===== src/rtl/core/sptq_pkg.sv =====
// Package: shared types, constants and codes for the sorted priority task queue
`timescale 1ns / 1ps
package sptq_pkg;
  localparam int unsigned Depth   = 16;
  localparam int unsigned IdxBits = $clog2(Depth);
  localparam int unsigned CntBits = $clog2(Depth + 1);

  // request codes
  localparam logic [2:0] REQ_INSERT = 3'd0;
  localparam logic [2:0] REQ_POP    = 3'd1;
  localparam logic [2:0] REQ_DELETE = 3'd2;
  localparam logic [2:0] REQ_JOB    = 3'd3;
  localparam logic [2:0] REQ_READ   = 3'd4;

  // status codes
  localparam logic [2:0] ST_OK       = 3'd0;
  localparam logic [2:0] ST_EMPTY    = 3'd1;
  localparam logic [2:0] ST_RANGE    = 3'd2;
  localparam logic [2:0] ST_FULL     = 3'd3;
  localparam logic [2:0] ST_NOTFOUND = 3'd4;

  typedef struct packed {
    logic [2:0]  req_type;
    logic [15:0] new_key;
    logic [15:0] new_payload;
    logic [3:0]  position;
  } req_t;

  typedef struct packed {
    logic [2:0]  status;
    logic [15:0] entry_key;
    logic [15:0] entry_payload;
    logic [3:0]  slot_used;
    logic [4:0]  entry_count;
  } rsp_t;

  // controller -> datapath commands
  typedef struct packed {
    logic load;     // capture request and evaluate
    logic commit;   // apply shift and update count, register result
  } cmd_t;
endpackage


===== src/rtl/core/sorted_priority_task_queue_top.sv =====
// Top level: sorted priority task queue
`timescale 1ns / 1ps
// Sorted priority task queue, 16 entries of key and payload in ascending key order.
// Request channel: in_valid / in_stall with payload req (insert, pop, delete at
// position, remove job-order entry, read position). Response channel:
// out_valid / out_stall with payload rsp (status, entry, slot, count).
// One transaction in gives exactly one transaction out.
// A request is captured at load, where all cells compare their keys with it;
// in the commit state the cell array shifts and the response is registered.
// No request is taken while one is in progress; a new request is taken in the
// same cycle the previous response is taken. The user writes job_order_key
// (cfg_we / cfg_data) only while the block is idle; it does not enforce this.
// Reset (rst, synchronous) empties the queue and clears job_order_key to 0;
// stored entries need no clearing since only occupied cells are read.
// While out_stall is high the response holds and no new request is taken.
module sorted_priority_task_queue_top (
  input  logic           clk,
  input  logic           rst,
  input  logic           in_valid,
  output logic           in_stall,
  input  sptq_pkg::req_t req,
  output logic           out_valid,
  input  logic           out_stall,
  output sptq_pkg::rsp_t rsp,
  input  logic           cfg_we,
  input  logic [15:0]    cfg_data
);
  sptq_pkg::cmd_t cmd;
  logic [15:0] job_order_key;

  // configuration register
  always_ff @(posedge clk) begin
    if (rst) job_order_key <= '0;
    else if (cfg_we) job_order_key <= cfg_data;
  end

  sptq_ctrl u_ctrl (
    .clk(clk), .rst(rst), .in_valid(in_valid), .in_stall(in_stall),
    .out_valid(out_valid), .out_stall(out_stall), .cmd(cmd)
  );

  sptq_datapath u_dp (
    .clk(clk), .rst(rst), .cmd(cmd), .req(req),
    .job_order_key(job_order_key), .rsp(rsp)
  );
endmodule


===== src/rtl/core/sptq_datapath.sv =====
// Datapath: compare-and-shift cell array, request register and result register
`timescale 1ns / 1ps
module sptq_datapath (
  input  logic              clk,
  input  logic              rst,
  input  sptq_pkg::cmd_t    cmd,
  input  sptq_pkg::req_t    req,
  input  logic [15:0]       job_order_key,
  output sptq_pkg::rsp_t    rsp
);
  localparam int unsigned D = sptq_pkg::Depth;

  logic [15:0] keys [D];
  logic [15:0] pays [D];
  logic [sptq_pkg::CntBits-1:0] count;
  sptq_pkg::req_t r;

  // per-cell flags: gt and eqj are registered at load, the masks are combinational
  logic [D-1:0] gt, eqj, ins_mask, rem_mask;
  logic [D-1:0] occ_c, gt_c, eqj_c;
  logic [2:0] status_c;
  logic [sptq_pkg::IdxBits-1:0] slot_c;
  logic do_ins, do_rem;
  logic [15:0] okey_c, opay_c;
  logic [D-1:0] first_gt, first_eq;

  // per-cell compares on the live request
  always_comb begin
    for (int i = 0; i < D; i++) begin
      occ_c[i] = (sptq_pkg::CntBits'(i) < count);
      gt_c[i]  = occ_c[i] && (keys[i] > req.new_key);
      eqj_c[i] = occ_c[i] && (keys[i] == job_order_key);
    end
  end

  always_ff @(posedge clk) begin
    if (cmd.load) begin
      r   <= req;
      gt  <= gt_c;
      eqj <= eqj_c;
    end
  end

  // first-match isolation on registered flags
  assign first_gt = gt & ~(gt - D'(1));
  assign first_eq = eqj & ~(eqj - D'(1));

  // decode of the request against registered state
  always_comb begin
    logic [sptq_pkg::IdxBits-1:0] ix;
    logic [sptq_pkg::CntBits-1:0] pc;
    ix = '0;
    pc = {{(sptq_pkg::CntBits-4){1'b0}}, r.position};
    status_c = sptq_pkg::ST_OK;
    slot_c = '0;
    do_ins = 1'b0;
    do_rem = 1'b0;
    okey_c = '0;
    opay_c = '0;
    ins_mask = '0;
    rem_mask = '0;
    case (r.req_type)
      sptq_pkg::REQ_INSERT: begin
        okey_c = r.new_key;
        opay_c = r.new_payload;
        if (count == sptq_pkg::CntBits'(D)) begin
          status_c = sptq_pkg::ST_FULL;
        end else begin
          do_ins = 1'b1;
          ix = sptq_pkg::IdxBits'(count);
          for (int i = 0; i < D; i++) if (first_gt[i]) ix = sptq_pkg::IdxBits'(i);
          slot_c = ix;
        end
      end
      sptq_pkg::REQ_POP, sptq_pkg::REQ_DELETE, sptq_pkg::REQ_JOB,
      sptq_pkg::REQ_READ: begin
        if (count == '0) begin
          status_c = sptq_pkg::ST_EMPTY;
        end else if (r.req_type == sptq_pkg::REQ_JOB) begin
          if (eqj == '0) status_c = sptq_pkg::ST_NOTFOUND;
          else begin
            for (int i = 0; i < D; i++) if (first_eq[i]) ix = sptq_pkg::IdxBits'(i);
            do_rem = 1'b1;
          end
        end else if (r.req_type == sptq_pkg::REQ_POP) begin
          do_rem = 1'b1;
        end else if (pc >= count) begin
          status_c = sptq_pkg::ST_RANGE;
        end else begin
          ix = sptq_pkg::IdxBits'(r.position);
          do_rem = (r.req_type == sptq_pkg::REQ_DELETE);
        end
        if (status_c == sptq_pkg::ST_OK) begin
          slot_c = ix;
          okey_c = keys[ix];
          opay_c = pays[ix];
        end
      end
      default: ;
    endcase
    for (int i = 0; i < D; i++) begin
      ins_mask[i] = do_ins && (sptq_pkg::IdxBits'(i) >= slot_c);
      rem_mask[i] = do_rem && (sptq_pkg::IdxBits'(i) >= slot_c);
    end
  end

  // cell array: each cell loads the new entry, its left or right neighbor
  always_ff @(posedge clk) begin
    if (cmd.commit) begin
      for (int i = 0; i < D; i++) begin
        if (ins_mask[i]) begin
          if (sptq_pkg::IdxBits'(i) == slot_c) begin
            keys[i] <= r.new_key;
            pays[i] <= r.new_payload;
          end else begin
            keys[i] <= keys[(i + D - 1) % D];
            pays[i] <= pays[(i + D - 1) % D];
          end
        end else if (rem_mask[i] && i < D - 1) begin
          keys[i] <= keys[i + 1];
          pays[i] <= pays[i + 1];
        end
      end
    end
  end

  // occupancy count
  always_ff @(posedge clk) begin
    if (rst) begin
      count <= '0;
    end else if (cmd.commit) begin
      if (do_ins) count <= count + 1'b1;
      else if (do_rem) count <= count - 1'b1;
    end
  end

  // result register
  always_ff @(posedge clk) begin
    if (cmd.commit) begin
      rsp.status        <= status_c;
      rsp.entry_key     <= okey_c;
      rsp.entry_payload <= opay_c;
      rsp.slot_used     <= 4'(slot_c);
      rsp.entry_count   <= 5'(do_ins ? count + 1'b1 : (do_rem ? count - 1'b1 : count));
    end
  end
endmodule


===== src/rtl/core/sptq_ctrl.sv =====
// Controller: sequences load, commit and result delivery
`timescale 1ns / 1ps
module sptq_ctrl (
  input  logic           clk,
  input  logic           rst,
  input  logic           in_valid,
  output logic           in_stall,
  output logic           out_valid,
  input  logic           out_stall,
  output sptq_pkg::cmd_t cmd
);
  localparam logic [1:0] S_IDLE = 2'd0;
  localparam logic [1:0] S_EVAL = 2'd1;
  localparam logic [1:0] S_OUT  = 2'd2;

  logic [1:0] state, state_next;

  // accept when idle, or as the held result leaves
  assign in_stall  = !((state == S_IDLE) || (state == S_OUT && !out_stall));
  assign out_valid = (state == S_OUT);
  assign cmd.load   = in_valid && !in_stall;
  assign cmd.commit = (state == S_EVAL);

  always_comb begin
    state_next = state;
    case (state)
      S_IDLE: if (in_valid) state_next = S_EVAL;
      S_EVAL: state_next = S_OUT;
      S_OUT: begin
        if (!out_stall) state_next = in_valid ? S_EVAL : S_IDLE;
      end
      default: state_next = S_IDLE;
    endcase
  end

  always_ff @(posedge clk) begin
    if (rst) state <= S_IDLE;
    else     state <= state_next;
  end
endmodule

===== config.mk =====
export PLATFORM = sky130hd
export DESIGN_NAME = sorted_priority_task_queue_top
export DESIGN_NICKNAME = d
export VERILOG_FILES = /design/src/rtl/core/sptq_pkg.sv /design/src/rtl/core/sorted_priority_task_queue_top.sv /design/src/rtl/core/sptq_datapath.sv /design/src/rtl/core/sptq_ctrl.sv
export SDC_FILE = /design/constraint.sdc
export NUM_CORES = 2
export LEC_CHECK = 0
export BUFFER_PORTS_ARGS = -buffer_cell sky130_fd_sc_hd__buf_2
export CORE_MARGIN = 8
export CORE_UTILIZATION = 55
export CTS_CLUSTER_SIZE = 28
export DETAILED_ROUTE_END_ITERATION = 7
export MAX_ROUTING_LAYER = met4
export PLACE_DENSITY = 0.74
export SLEW_MARGIN = 30
export SYNTH_ARGS = -nofsm -noshare
export SYNTH_HDL_FRONTEND = slang
export SYNTH_SLANG_ARGS = --single-unit

===== constraint.sdc =====
create_clock -name clk -period 7.6 [get_ports clk]
set_input_delay 0.76 -clock clk [delete_from_list [all_inputs] [get_ports clk]]
set_output_delay 0.76 -clock clk [all_outputs]
set_load 0.01 [all_outputs]

==> qor.txt <==
Synthesized area: 0.0442 mm^2
Avg WL per Cell: 30.0 um
Commonest non-fill, non-tap cells in the layout: nand2_1, edfxtp_1, mux2i_1, nor2_1, ha_1
Die ar.: 0.0897 mm^2
Yosys warns: 0
Post-synth EDFFs: 627
Die Span X: 299 um
Filler Cell Count: 6,751
Slew @ Worst Pin: 1160 ps
Fraction of registers with async set/reset: 0
Core Area: 0.0800 mm^2
Postcts setup bufs: 0
Hold path endpoint: u_dp.r[5]
Clock Latency Late Sink: 650 ps
Via-per-instance ratio: 7.04
Share of layout cells above drive strength 1: 0.113
CP endpoint kind: register
Library cells used by synthesis: 85
Max-cap violations: 0
DR DRC count: 4
Mapped Nets: 4,775
Seq/Total Area, Yosys: 0.436
Failing checks: design-rule violations
RR Startpoint: u_dp.count[2]
Critical path startpoint category: register
Most common cell after layout, fill and taps aside: nand2_1
Pwr dens: 183 mW/mm^2
Maximum clock path buffer count: 3
CTS H-tree depth: 3
Post-Syn Instances: 4,452
Final hold violations: 0
Hold Crit Class: in2reg
Adder-Cell Fraction of Synth Area: 0.0745
Final critical-path required period: 5530 ps
CTS Root Buffer Type: clkbuf_16
Fin nets: 4,704
Clock transition at the registers of the reported paths: 60 ps
Post-route cell area: 0.0482 mm^2
Delay-heaviest family, CP: compound AO/OA/AOI/OAI gates
Worst Path Max Fanout: 65
Std cell rows: 104
Pin count of the biggest net entering global routing: 67
WHS Path Cells: 1
Status: finished, violations left
Tcrit/Tclk final: 0.728
Final std cells w/o fill: 5,504
CP max stage delay: 700 ps
Worst slew margin: 0.229
Initial antenna violation count: 4
GRT overflow: 0
Critical path class: reg2reg
IO Port Bufs: 105
Final setup violating endpoints: 0
Synth Area in Compound Gates: 0.154
CTS sink cnt: 650
Setup TNS: 0 ps
Final RePlAce weighted congestion: 1.03
Io pins: 106
DR iter-0 viols: 6,007
Effective utilization at floorplan: 0.552
Ys flop type: edfxtp_1
Post-placement cell count: 5,361
GRT Total Usage: 0.363
XOR/XNOR Fraction of Synth Area: 0.0515
Leak: 18.3 nW
Placed Area: 0.0456 mm^2
Post-cts sizing count: 0
Worst Path Required: 7970 ps
Syn avg cell area: 9.93 um^2
Synth Area in Simple Gates: 0.134
DIE HEIGHT: 299 um
Worst VDD drop: 0.000187 V
Detailed Route WL: 165,000 um
Post-synthesis mux area share: 0.108
Clock Skew: 30.4 ps
Hold_sp: req[5]
CTS tree: built
R2R cell count: 12
First-pass GRT wire length: 241,000 um
Hold Buf Count CTS: 0
Yosys reg bits: 650
Largest family of logic cells by synthesized area: compound AO/OA/AOI/OAI gates
Drt first pass iters: 8
RSZ-0062 raised after global routing: no
Area Overhead vs Synth: 8.98%
R2r endpoint: u_dp.keys[2][9]
Fmax: 181 MHz
Buffers plus inverters on the worst setup path: 3
Antenna Nets Post-Route: 0
Slowest-stage cell, CP: a21boi_4
R2R Setup Slk: 2070 ps
DR vias: 38,700
Post-DP HPWL: 113,000 um
Number of global-route vias before repair: 36,500
Inserted Clock Buffers: 76
Fin. max-slew vios: 0
CP Cell Sequence: inv_1 -> ha_1 -> a21oi_1 -> o21ai_0 -> a41o_1 -> nor4_4 -> nand2_1 -> nor2_4 -> buf_4 -> a21boi_4 -> buf_4 -> o21ai_0
WP data arrival: 5910 ps
cell families after synthesis:
kind of cell    Yosys count
simple gates           1366
compound gates         1034
flops                   650
mux                     463
buf+inv                 416
fa+ha+maj               263
xor+xnor                260
synth_stat cells (16+ instances only):
master	number	area (um^2)
a211o_1	16	140
a211oi_1	29	218
a21o_1	39	293
a21oi_1	237	1190
a221oi_1	124	1090
a311oi_1	72	631
a31oi_1	122	763
buf_1	20	75.1
buf_2	76	380
buf_4	18	135
clkbuf_1	233	875
dfxtp_1	23	460
edfxtp_1	627	18800
ha_1	263	3290
inv_1	49	184
mux2_2	97	1090
mux2i_1	359	3590
nand2_1	722	2710
nand2b_1	24	150
nand3_1	56	280
nand4_1	83	519
nor2_1	303	1140
nor2b_1	34	213
nor3_1	37	185
nor4_1	66	413
o21a_1	72	541
o21ai_0	133	666
o21ai_1	123	616
xnor2_1	92	806
xor2_1	168	1470
per-stage QoR:
stage | setup slack (ps) | util | power (mW) | hold WS, ps
after floorplan | 163 | - | 4.79 | 522
after global routing | 1750 | 0.602 | 9.04 | 278
after CTS | 2160 | 0.601 | 8.81 | 271
final | 2070 | 0.602 | 8.84 | 292
after global placement | 2280 | 0.568 | 5.09 | 478
after detailed placement | 2160 | 0.570 | 5.12 | 501
flip-flops by register name, indices dropped and copies added, names as in the netlist:
register,flops
u_dp.gt,16
job_order_key,16
u_dp.pays,256
u_dp.count,5
u_dp.rsp,44
u_dp.r,39
u_dp.keys,256
u_dp.eqj,16
u_ctrl.state,2
worst reg2reg max path, stage by stage, from the launching register on:
cell	delay (ps)
dfxtp_1	620
inv_1	250
ha_1	350
a21oi_1	120
o21ai_0	160
a41o_1	370
nor4_4	560
nand2_1	500
nor2_4	280
buf_4	570
a21boi_4	740
buf_4	540
o21ai_0	220
power breakdown:
part	internal, mW	total (mW)	switching (mW)
combinational	0.346	0.898	0.552
clock	2.13	3.75	1.62
sequential	4.04	4.19	0.146
total	6.52	8.84	2.32
metal layers:
layer | up-vias | global-route usage | wire length, um
met4 | 0 | 0.228 | 13400
li1 | 16500 | - | -
met1 | 18500 | 0.461 | 60500
met2 | 3051 | 0.522 | 70000
met5 | - | - | 0
met3 | 771 | 0.0861 | 21100
cell type report:
| type | count | area (um^2) | area share |
|---|---|---|---|
| Antenna cell | 3 | 7.51 | 0.000156 |
| Clock buffer | 94 | 2040 | 0.0424 |
| Clock inverter | 44 | 458 | 0.00951 |
| Inverter | 54 | 205 | 0.00426 |
| Multi-Input combinational cell | 3386 | 23400 | 0.485 |
| Sequential cell | 650 | 19300 | 0.401 |
| Tap cell | 1060 | 1330 | 0.0275 |
| Timing Repair Buffer | 213 | 1460 | 0.0302 |
how the worst max path moves through the flow:
stage / from / end / slack, ps / cells past startpoint
floorplan: u_dp.count[2] / u_dp.keys[2][0] / 160 / 10
global placement: u_dp.count[2] / u_dp.keys[2][14] / 2280 / 12
detailed placement: u_dp.count[2] / u_dp.keys[2][9] / 2160 / 12
CTS: u_dp.count[2] / u_dp.keys[2][9] / 2160 / 12
global route: u_dp.count[2] / u_dp.keys[2][6] / 1750 / 12
finish: u_dp.count[2] / u_dp.keys[2][9] / 2070 / 12
No activity file was read; power rests on OpenSTA's default activity.
